## src/rtl/core/npm_pkg.sv

```systemverilog
// ----------------------------------------------------------------------------
// npm_pkg
// Shared types and constants for the naive pattern matcher.
// ----------------------------------------------------------------------------
package npm_pkg;

    localparam int MAX_PATTERN   = 64;
    localparam int POSITION_BITS = 32;
    localparam int IDX_W         = $clog2(MAX_PATTERN);
    localparam int LEN_W         = $clog2(MAX_PATTERN + 1);
    localparam int MATCH_W       = 32;
    localparam int BYTE_W        = 8;
    localparam int MODE_W        = 2;
    localparam int DATA_W        = 32;
    localparam int PADDR_W       = 3;
    localparam int CFG_LEN_W     = 7;

    localparam logic [MODE_W-1:0] MODE_LOAD    = 2'd0;
    localparam logic [MODE_W-1:0] MODE_TEXT    = 2'd1;
    localparam logic [MODE_W-1:0] MODE_RESTART = 2'd2;

    localparam logic [PADDR_W-3:0] REG_PATTERN_LENGTH = 1'b0;

    typedef enum logic [1:0] {
        ST_IDLE,
        ST_COMPARE,
        ST_HOLD
    } npm_state_t;

    typedef struct packed {
        logic take;
        logic step;
        logic load_out;
    } npm_cmd_t;

    typedef struct packed {
        logic too_short;
        logic byte_eq;
        logic last;
        logic out_full;
    } npm_status_t;

endpackage

```

## src/rtl/core/naive_pattern_matcher_unit.sv

```systemverilog
// ----------------------------------------------------------------------------
// naive_pattern_matcher_unit
// Exact pattern search over a byte stream with overlapping match reporting.
// ----------------------------------------------------------------------------
// A load, restart or unused-mode item is taken with no compare. A text byte is
// taken and then compared against the pattern one byte per cycle through the
// single read port of the pattern ram; the block takes no new item until the
// compare of up to L bytes (L = effective pattern length) ends, early on a
// mismatch. No compare is made when fewer than L bytes have arrived since restart.
// A match waits in the output register until taken; a further match stalls
// the compare only while that register is still full. No clearing pass is
// needed after reset.
module naive_pattern_matcher_unit
    import npm_pkg::*;
(
    input  logic                aclk,
    input  logic                aresetn,
    input  logic                psel,
    input  logic                penable,
    input  logic                pwrite,
    input  logic [PADDR_W-1:0]  paddr,
    input  logic [DATA_W-1:0]   pwdata,
    output logic [DATA_W-1:0]   prdata,
    output logic                pready,
    input  logic                s_valid,
    output logic                s_ready,
    input  logic [MODE_W-1:0]   s_mode,
    input  logic [IDX_W-1:0]    s_pattern_index,
    input  logic [BYTE_W-1:0]   s_byte_value,
    output logic                m_valid,
    input  logic                m_ready,
    output logic [MATCH_W-1:0]  m_match_start,
    output logic                m_position_saturated
);

    logic [CFG_LEN_W-1:0] pattern_length;
    npm_cmd_t             cmd;
    npm_status_t          status;

    npm_regs u_regs (
        .aclk           (aclk),
        .aresetn        (aresetn),
        .psel           (psel),
        .penable        (penable),
        .pwrite         (pwrite),
        .paddr          (paddr),
        .pwdata         (pwdata),
        .prdata         (prdata),
        .pready         (pready),
        .pattern_length (pattern_length)
    );

    npm_ctrl u_ctrl (
        .aclk    (aclk),
        .aresetn (aresetn),
        .s_valid (s_valid),
        .s_ready (s_ready),
        .s_mode  (s_mode),
        .m_ready (m_ready),
        .status  (status),
        .cmd     (cmd)
    );

    npm_datapath u_datapath (
        .aclk                 (aclk),
        .aresetn              (aresetn),
        .cmd                  (cmd),
        .status               (status),
        .s_mode               (s_mode),
        .s_pattern_index      (s_pattern_index),
        .s_byte_value         (s_byte_value),
        .pattern_length       (pattern_length),
        .m_valid              (m_valid),
        .m_ready              (m_ready),
        .m_match_start        (m_match_start),
        .m_position_saturated (m_position_saturated)
    );

endmodule

```

## src/rtl/core/npm_regs.sv

```systemverilog
// ----------------------------------------------------------------------------
// npm_regs
// Configuration register file with an APB-style write/read port.
// ----------------------------------------------------------------------------
module npm_regs
    import npm_pkg::*;
(
    input  logic                 aclk,
    input  logic                 aresetn,
    input  logic                 psel,
    input  logic                 penable,
    input  logic                 pwrite,
    input  logic [PADDR_W-1:0]   paddr,
    input  logic [DATA_W-1:0]    pwdata,
    output logic [DATA_W-1:0]    prdata,
    output logic                 pready,
    output logic [CFG_LEN_W-1:0] pattern_length
);

    logic [CFG_LEN_W-1:0] len_reg;
    logic [CFG_LEN_W-1:0] len_next;
    logic                 sel_len;

    assign pready  = 1'b1;
    assign sel_len = (paddr[PADDR_W-1:2] == REG_PATTERN_LENGTH);

    always_comb begin
        len_next = len_reg;
        if (psel && penable && pwrite && pready && sel_len) begin
            len_next = pwdata[CFG_LEN_W-1:0];
        end
    end

    always_ff @(posedge aclk) begin
        if (!aresetn) begin
            len_reg <= CFG_LEN_W'(1);
        end else begin
            len_reg <= len_next;
        end
    end

    always_comb begin
        prdata = '0;
        if (sel_len) begin
            prdata = DATA_W'(len_reg);
        end
    end

    assign pattern_length = len_reg;

endmodule

```

## src/rtl/core/npm_datapath.sv

```systemverilog
// ----------------------------------------------------------------------------
// npm_datapath
// Pattern RAM, text window, scan register, counters and result register.
// ----------------------------------------------------------------------------
module npm_datapath
    import npm_pkg::*;
(
    input  logic                 aclk,
    input  logic                 aresetn,
    input  npm_cmd_t             cmd,
    output npm_status_t          status,
    input  logic [MODE_W-1:0]    s_mode,
    input  logic [IDX_W-1:0]     s_pattern_index,
    input  logic [BYTE_W-1:0]    s_byte_value,
    input  logic [CFG_LEN_W-1:0] pattern_length,
    output logic                 m_valid,
    input  logic                 m_ready,
    output logic [MATCH_W-1:0]   m_match_start,
    output logic                 m_position_saturated
);

    localparam logic [POSITION_BITS-1:0] POS_MAX = {POSITION_BITS{1'b1}};

    logic [BYTE_W-1:0]        pat_mem [MAX_PATTERN];
    logic [BYTE_W-1:0]        rdata_reg;
    logic [IDX_W-1:0]         rd_addr;

    logic [BYTE_W-1:0]        win_reg  [MAX_PATTERN];
    logic [BYTE_W-1:0]        scan_reg [MAX_PATTERN];
    logic [LEN_W-1:0]         fill_reg;
    logic [LEN_W-1:0]         fill_next;
    logic [POSITION_BITS-1:0] pos_reg;
    logic [POSITION_BITS-1:0] pos_next;
    logic [IDX_W-1:0]         pidx_reg;

    logic [MATCH_W-1:0]       res_start_reg;
    logic                     res_sat_reg;
    logic                     m_valid_reg;
    logic [MATCH_W-1:0]       m_start_reg;
    logic                     m_sat_reg;

    logic [LEN_W-1:0]         eff_len;
    logic [IDX_W-1:0]         last_idx;
    logic                     take_text;
    logic                     take_load;
    logic                     take_restart;

    // effective length, clamped to 1..MAX_PATTERN
    always_comb begin
        eff_len = LEN_W'(pattern_length);
        if (pattern_length == '0) begin
            eff_len = LEN_W'(1);
        end else if (LEN_W'(pattern_length) > LEN_W'(MAX_PATTERN)) begin
            eff_len = LEN_W'(MAX_PATTERN);
        end
    end

    assign last_idx     = IDX_W'(eff_len - LEN_W'(1));
    assign take_text    = cmd.take && (s_mode == MODE_TEXT);
    assign take_load    = cmd.take && (s_mode == MODE_LOAD);
    assign take_restart = cmd.take && (s_mode == MODE_RESTART);

    assign fill_next = (fill_reg < LEN_W'(MAX_PATTERN)) ? fill_reg + LEN_W'(1) : fill_reg;
    assign pos_next  = (pos_reg < POS_MAX) ? pos_reg + POSITION_BITS'(1) : pos_reg;

    assign rd_addr = take_text ? last_idx : pidx_reg - IDX_W'(1);

    // pattern ram
    always_ff @(posedge aclk) begin
        if (take_load) begin
            pat_mem[s_pattern_index] <= s_byte_value;
        end
        rdata_reg <= pat_mem[rd_addr];
    end

    // text window and scan copy
    always_ff @(posedge aclk) begin
        if (take_text) begin
            win_reg[0]  <= s_byte_value;
            scan_reg[0] <= s_byte_value;
            for (int k = 1; k < MAX_PATTERN; k++) begin
                win_reg[k]  <= win_reg[k-1];
                scan_reg[k] <= win_reg[k-1];
            end
        end else if (cmd.step) begin
            for (int k = 0; k < MAX_PATTERN - 1; k++) begin
                scan_reg[k] <= scan_reg[k+1];
            end
        end
    end

    always_ff @(posedge aclk) begin
        if (take_text) begin
            pidx_reg      <= last_idx;
            res_start_reg <= MATCH_W'(pos_reg) - MATCH_W'(eff_len) + MATCH_W'(1);
            res_sat_reg   <= (pos_next == POS_MAX);
        end else if (cmd.step) begin
            pidx_reg <= pidx_reg - IDX_W'(1);
        end
        if (cmd.load_out) begin
            m_start_reg <= res_start_reg;
            m_sat_reg   <= res_sat_reg;
        end
    end

    always_ff @(posedge aclk) begin
        if (!aresetn) begin
            fill_reg    <= '0;
            pos_reg     <= '0;
            m_valid_reg <= 1'b0;
        end else begin
            if (take_restart) begin
                fill_reg <= '0;
                pos_reg  <= '0;
            end else if (take_text) begin
                fill_reg <= fill_next;
                pos_reg  <= pos_next;
            end
            if (cmd.load_out) begin
                m_valid_reg <= 1'b1;
            end else if (m_ready) begin
                m_valid_reg <= 1'b0;
            end
        end
    end

    assign status.too_short = (fill_next < eff_len);
    assign status.byte_eq   = (rdata_reg == scan_reg[0]);
    assign status.last      = (pidx_reg == '0);
    assign status.out_full  = m_valid_reg;

    assign m_valid              = m_valid_reg;
    assign m_match_start        = m_start_reg;
    assign m_position_saturated = m_sat_reg;

`ifndef SYNTHESIS
    a_fill_bound: assert property (@(posedge aclk) disable iff (!aresetn)
        fill_reg <= LEN_W'(MAX_PATTERN))
        else $error("window fill above store depth");

    a_step_not_past_first: assert property (@(posedge aclk) disable iff (!aresetn)
        cmd.step |-> (pidx_reg != '0))
        else $error("compare stepped past first pattern byte");

    a_out_held: assert property (@(posedge aclk) disable iff (!aresetn)
        (m_valid_reg && !m_ready) |=>
            (m_valid_reg && $stable(m_start_reg) && $stable(m_sat_reg)))
        else $error("result item changed before it was taken");
`endif

endmodule

```

## src/rtl/core/npm_ctrl.sv

```systemverilog
// ----------------------------------------------------------------------------
// npm_ctrl
// Controller: input handshake and byte-by-byte compare sequencing.
// ----------------------------------------------------------------------------
module npm_ctrl
    import npm_pkg::*;
(
    input  logic              aclk,
    input  logic              aresetn,
    input  logic              s_valid,
    output logic              s_ready,
    input  logic [MODE_W-1:0] s_mode,
    input  logic              m_ready,
    input  npm_status_t       status,
    output npm_cmd_t          cmd
);

    npm_state_t state_reg;
    npm_state_t state_next;
    logic       out_free;

    assign out_free = !status.out_full || m_ready;

    always_comb begin
        state_next = state_reg;
        case (state_reg)
            ST_IDLE: begin
                if (s_valid && (s_mode == MODE_TEXT) && !status.too_short) begin
                    state_next = ST_COMPARE;
                end
            end
            ST_COMPARE: begin
                if (!status.byte_eq) begin
                    state_next = ST_IDLE;
                end else if (status.last) begin
                    state_next = out_free ? ST_IDLE : ST_HOLD;
                end
            end
            ST_HOLD: begin
                if (out_free) begin
                    state_next = ST_IDLE;
                end
            end
            default: begin
                state_next = ST_IDLE;
            end
        endcase
    end

    always_comb begin
        s_ready      = 1'b0;
        cmd.take     = 1'b0;
        cmd.step     = 1'b0;
        cmd.load_out = 1'b0;
        case (state_reg)
            ST_IDLE: begin
                s_ready  = 1'b1;
                cmd.take = s_valid;
            end
            ST_COMPARE: begin
                if (status.byte_eq) begin
                    if (status.last) begin
                        cmd.load_out = out_free;
                    end else begin
                        cmd.step = 1'b1;
                    end
                end
            end
            ST_HOLD: begin
                cmd.load_out = out_free;
            end
            default: begin
                s_ready = 1'b0;
            end
        endcase
    end

    always_ff @(posedge aclk) begin
        if (!aresetn) begin
            state_reg <= ST_IDLE;
        end else begin
            state_reg <= state_next;
        end
    end

`ifndef SYNTHESIS
    a_load_when_free: assert property (@(posedge aclk) disable iff (!aresetn)
        cmd.load_out |-> (!status.out_full || m_ready))
        else $error("result loaded over an item not yet taken");

    a_hold_has_item: assert property (@(posedge aclk) disable iff (!aresetn)
        (state_reg == ST_HOLD) |-> status.out_full)
        else $error("waiting on output with no item held");

    a_compare_no_take: assert property (@(posedge aclk) disable iff (!aresetn)
        ((state_reg == ST_COMPARE) && !status.byte_eq) |=> (state_reg == ST_IDLE))
        else $error("mismatch did not end the compare");
`endif

endmodule
```

## config.mk

```make
export PLATFORM = sky130hd
export DESIGN_NAME = naive_pattern_matcher_unit
export DESIGN_NICKNAME = d
export VERILOG_FILES = /design/src/rtl/core/npm_pkg.sv /design/src/rtl/core/naive_pattern_matcher_unit.sv /design/src/rtl/core/npm_regs.sv /design/src/rtl/core/npm_datapath.sv /design/src/rtl/core/npm_ctrl.sv
export SDC_FILE = /design/constraint.sdc
export NUM_CORES = 2
export LEC_CHECK = 0
export BUFFER_PORTS_ARGS = -buffer_cell sky130_fd_sc_hd__clkbuf_2
export CORE_UTILIZATION = 55
export DETAILED_ROUTE_END_ITERATION = 16
export MAX_ROUTING_LAYER = met4
export PLACE_DENSITY = 0.83
export SKIP_LAST_GASP = 1
export SLEW_MARGIN = 10
export SYNTH_ARGS = -nofsm -noshare
export SYNTH_HDL_FRONTEND = slang
export SYNTH_HIERARCHICAL = 1
export SYNTH_SLANG_ARGS = --single-unit
```

## constraint.sdc

```tcl
create_clock -name aclk -period 27.2 [get_ports aclk]
set_input_delay 2.72 -clock aclk [delete_from_list [all_inputs] [get_ports aclk]]
set_output_delay 2.72 -clock aclk [all_outputs]
set_load 0.02 [all_outputs]
```

==> results.yml <==
run_status:
  outcome: "finished clean"
timing:
  max_slew_margin_pct: 23.1
  tightestPinTransition_ps: 1140
  worst_slack_ps: 18880
  setup_viol_count_final: 0
  timing.final.crit_period_ps: 8320
  slew_violations: 0
  max_clock_freq_mhz: 120
  skew_ps: 68.5
  hold_violations: 0
  finalCritPeriodShare_pct: 30.6
  tns_ps: 0
  holdWs_ps: 395
  rsz0062_at_grt: "false"
pwr:
  p_total_mw: 5.38
  intPower_mw: 4.18
  leakage_nw: 23.9
  sw_frac_of_total_pct: 22.2
  ir_drop_uv: 71.0
  seq_power_share_pct: 54.4
  power_frac_comb_pct: 6.5
  p_per_area_nw_per_um2: 75.7
  power.share.clock_pct: 39.1
  p_sw_mw: 1.19
route:
  wl_met2_um: 61200
  antenna_left: 0
  wl_met3_um: 8820
  vias: 32000
  routed_via_density: 5.86
  drc: 0
  wl_um: 123000
  top_layer: "met4"
  drtIter0Drc: 3266
  m1WireLength_um: 49800
  wire_per_inst_um: 22.6
  drtPass1Iterations: 5
run:
  maxCapViolCount: 0
place:
  place_congestion: 0.809
  io_buffers: 72
  place_hpwl_um: 68300
  placed_cell_area_um2: 66100
  dp_slack_ps: 18060
min_path:
  hold_class: "register to register"
  hold_path_depth: 0
critical_path:
  required_ps: 27830
  end_kind: "register"
  rr_worst_depth: 15
  cp_data_arrival_time_ps: 8960
  crit_path_start_kind: "primary input"
  reg2reg_slack_ps: 20210
  worst-path-max-fanout: 75
  path_class: "primary input to register"
yosys:
  synth_edf_count: 1600
  yosysSeqAreaShare_pct: 76.7
  yosys_warnings: 6
  ys.flop_type: "edfxtp_1"
  synth_seq_cells: 1657
  ys_types: 77
  avgSynthCellArea_um2: 17.4
  netlist_area_um2: 64100
  async_reset_ff_share_pct: 0
  syn_inst: 3686
final_layout:
  fillers: 7500
  area_growth_pct: 10.8
  design_area_um2: 71100
  largest_reg_flops: 512
  nNetsFinal: 3943
  drive_above_1_share_pct: 20.0
global_routing:
  grt_pass1_vias: 32400
  gr-total-overflow: 0
  antenna_found_initial: 7
  grt_pass1_wl_um: 188000
  grt_max_degree: 184
  grt_util_all_layers_pct: 21.6
clocking:
  numCtsBuffers: 155
  cts_tree: "yes"
  path_clk_slew_ps: 60
  cts_max_path_buffers: 3
  cts_sinks: 1657
  cts_max_level: 4
  cts_root_buf: "clkbuf_16"
  clkLatencyLatePin_ps: 790
  cts_setup_buffers: 0
  cts_hold_buf: 0
  cts-resized-gates: 0
floorplanning:
  die_area_um2: 118000
  die_w_um: 343
  die_h_um: 343
  start_util_pct: 55.8
  pin_count: 126
  rows: 124
  core_area_um2: 115000
placed cells by master (no fill, tap or decap), types with 9 or more instances in the layout:
master and instances:
a21o_1 14, a21oi_1 40, buf_4 35, bufinv_16 9, clkbuf_1 36, clkbuf_16 155
clkbuf_2 72, clkinv_1 36, clkinv_2 27, conb_1 26, dfxtp_1 57, edfxtp_1 1600
ha_1 74, inv_1 42, mux2_2 273, mux2i_1 37, mux4_2 160, nand2_1 774
nand3_1 20, nand4_1 16, nor2_1 137, nor2b_1 12, nor3_1 20, o21ai_0 22
or3_1 13, xnor2_1 67, xor2_1 12
metrics by stage:
step / instances / util [%]
2_1_floorplan: 3710 / -
3_3_place_gp: 5165 / 57.5
3_5_place_dp: 5165 / 57.5
4_1_cts: 5448 / 61.8
5_1_grt: 5454 / 61.8
6_report: 5454 / 61.8
layout make-up:
class / count / area, um^2 / area share [%]
Clock inverter: 90 / 911 / 1.28
Timing Repair Buffer: 109 / 663 / 0.933
Antenna cell: 6 / 15.0 / 0.0211
Multi-Input combinational cell: 1843 / 14200 / 20.0
Clock buffer: 193 / 4040 / 5.69
Inverter: 44 / 178 / 0.250
Sequential cell: 1657 / 49200 / 69.2
Tap cell: 1512 / 1890 / 2.66
cells in the mapped netlist (20+ instances only):
master	count	area, um^2
mux2i_1	37	370
ha_1	74	926
a21oi_1	40	200
clkbuf_1	119	447
buf_4	27	203
dfxtp_1	57	1140
xnor2_1	69	604
mux2_2	273	3070
nor3_1	20	100
mux4_2	160	3600
nand3_1	20	100
edfxtp_1	1600	48000
nor2_1	137	514
o21ai_0	22	110
nand2_1	775	2910
inv_1	44	165
path summary, 6_finish.rpt:
path,start,to
setup reg to reg,u_ctrl/state_reg[1],u_datapath/rdata_reg[0]
hold / removal,u_datapath/win_reg[0][165],u_datapath/win_reg[0][173]
hold reg to reg,u_datapath/win_reg[0][165],u_datapath/win_reg[0][173]
setup / recovery,s_valid,u_datapath/rdata_reg[0]
power groups by stage:
stage          clock network [mW]  registers, mW  logic (mW)
2_1_floorplan                   0           3.03       0.247
3_3_place_gp                    0           2.97       0.333
3_5_place_dp                    0           2.98       0.343
4_1_cts                      2.14           2.92       0.352
5_1_grt                      2.23           2.93       0.376
6_report                     2.10           2.92       0.350
layer usage:
layer	vias to the layer above	global-route usage, %
li1	14100	-
met1	16300	27.8
met2	1303	34.4
met3	251	4.40
met4	0	7.31
met5	-	-
kinds of logic after synthesis:
| logic type | Yosys count | synth area share, % |
|---|---|---|
| fa+ha+maj | 75 | 1.47 |
| mux | 470 | 11.0 |
| buf+inv | 210 | 1.41 |
| flops | 1657 | 76.7 |
| other cells | 2 | 0.0117 |
| compound gates | 131 | 1.39 |
| xor+xnor | 82 | 1.12 |
| simple gates | 1059 | 6.92 |
worst max-delay path: stages:
cell	delay [ps]
clkbuf_2	90
and2_1	160
nand3b_1	620
nand2_1	260
o31a_2	170
buf_4	820
ha_1	430
inv_6	500
buf_4	720
buf_4	830
mux4_2	660
mux4_2	550
mux2i_1	240
mux2i_1	120
Note: power is estimated with default switching activity, not from simulation.
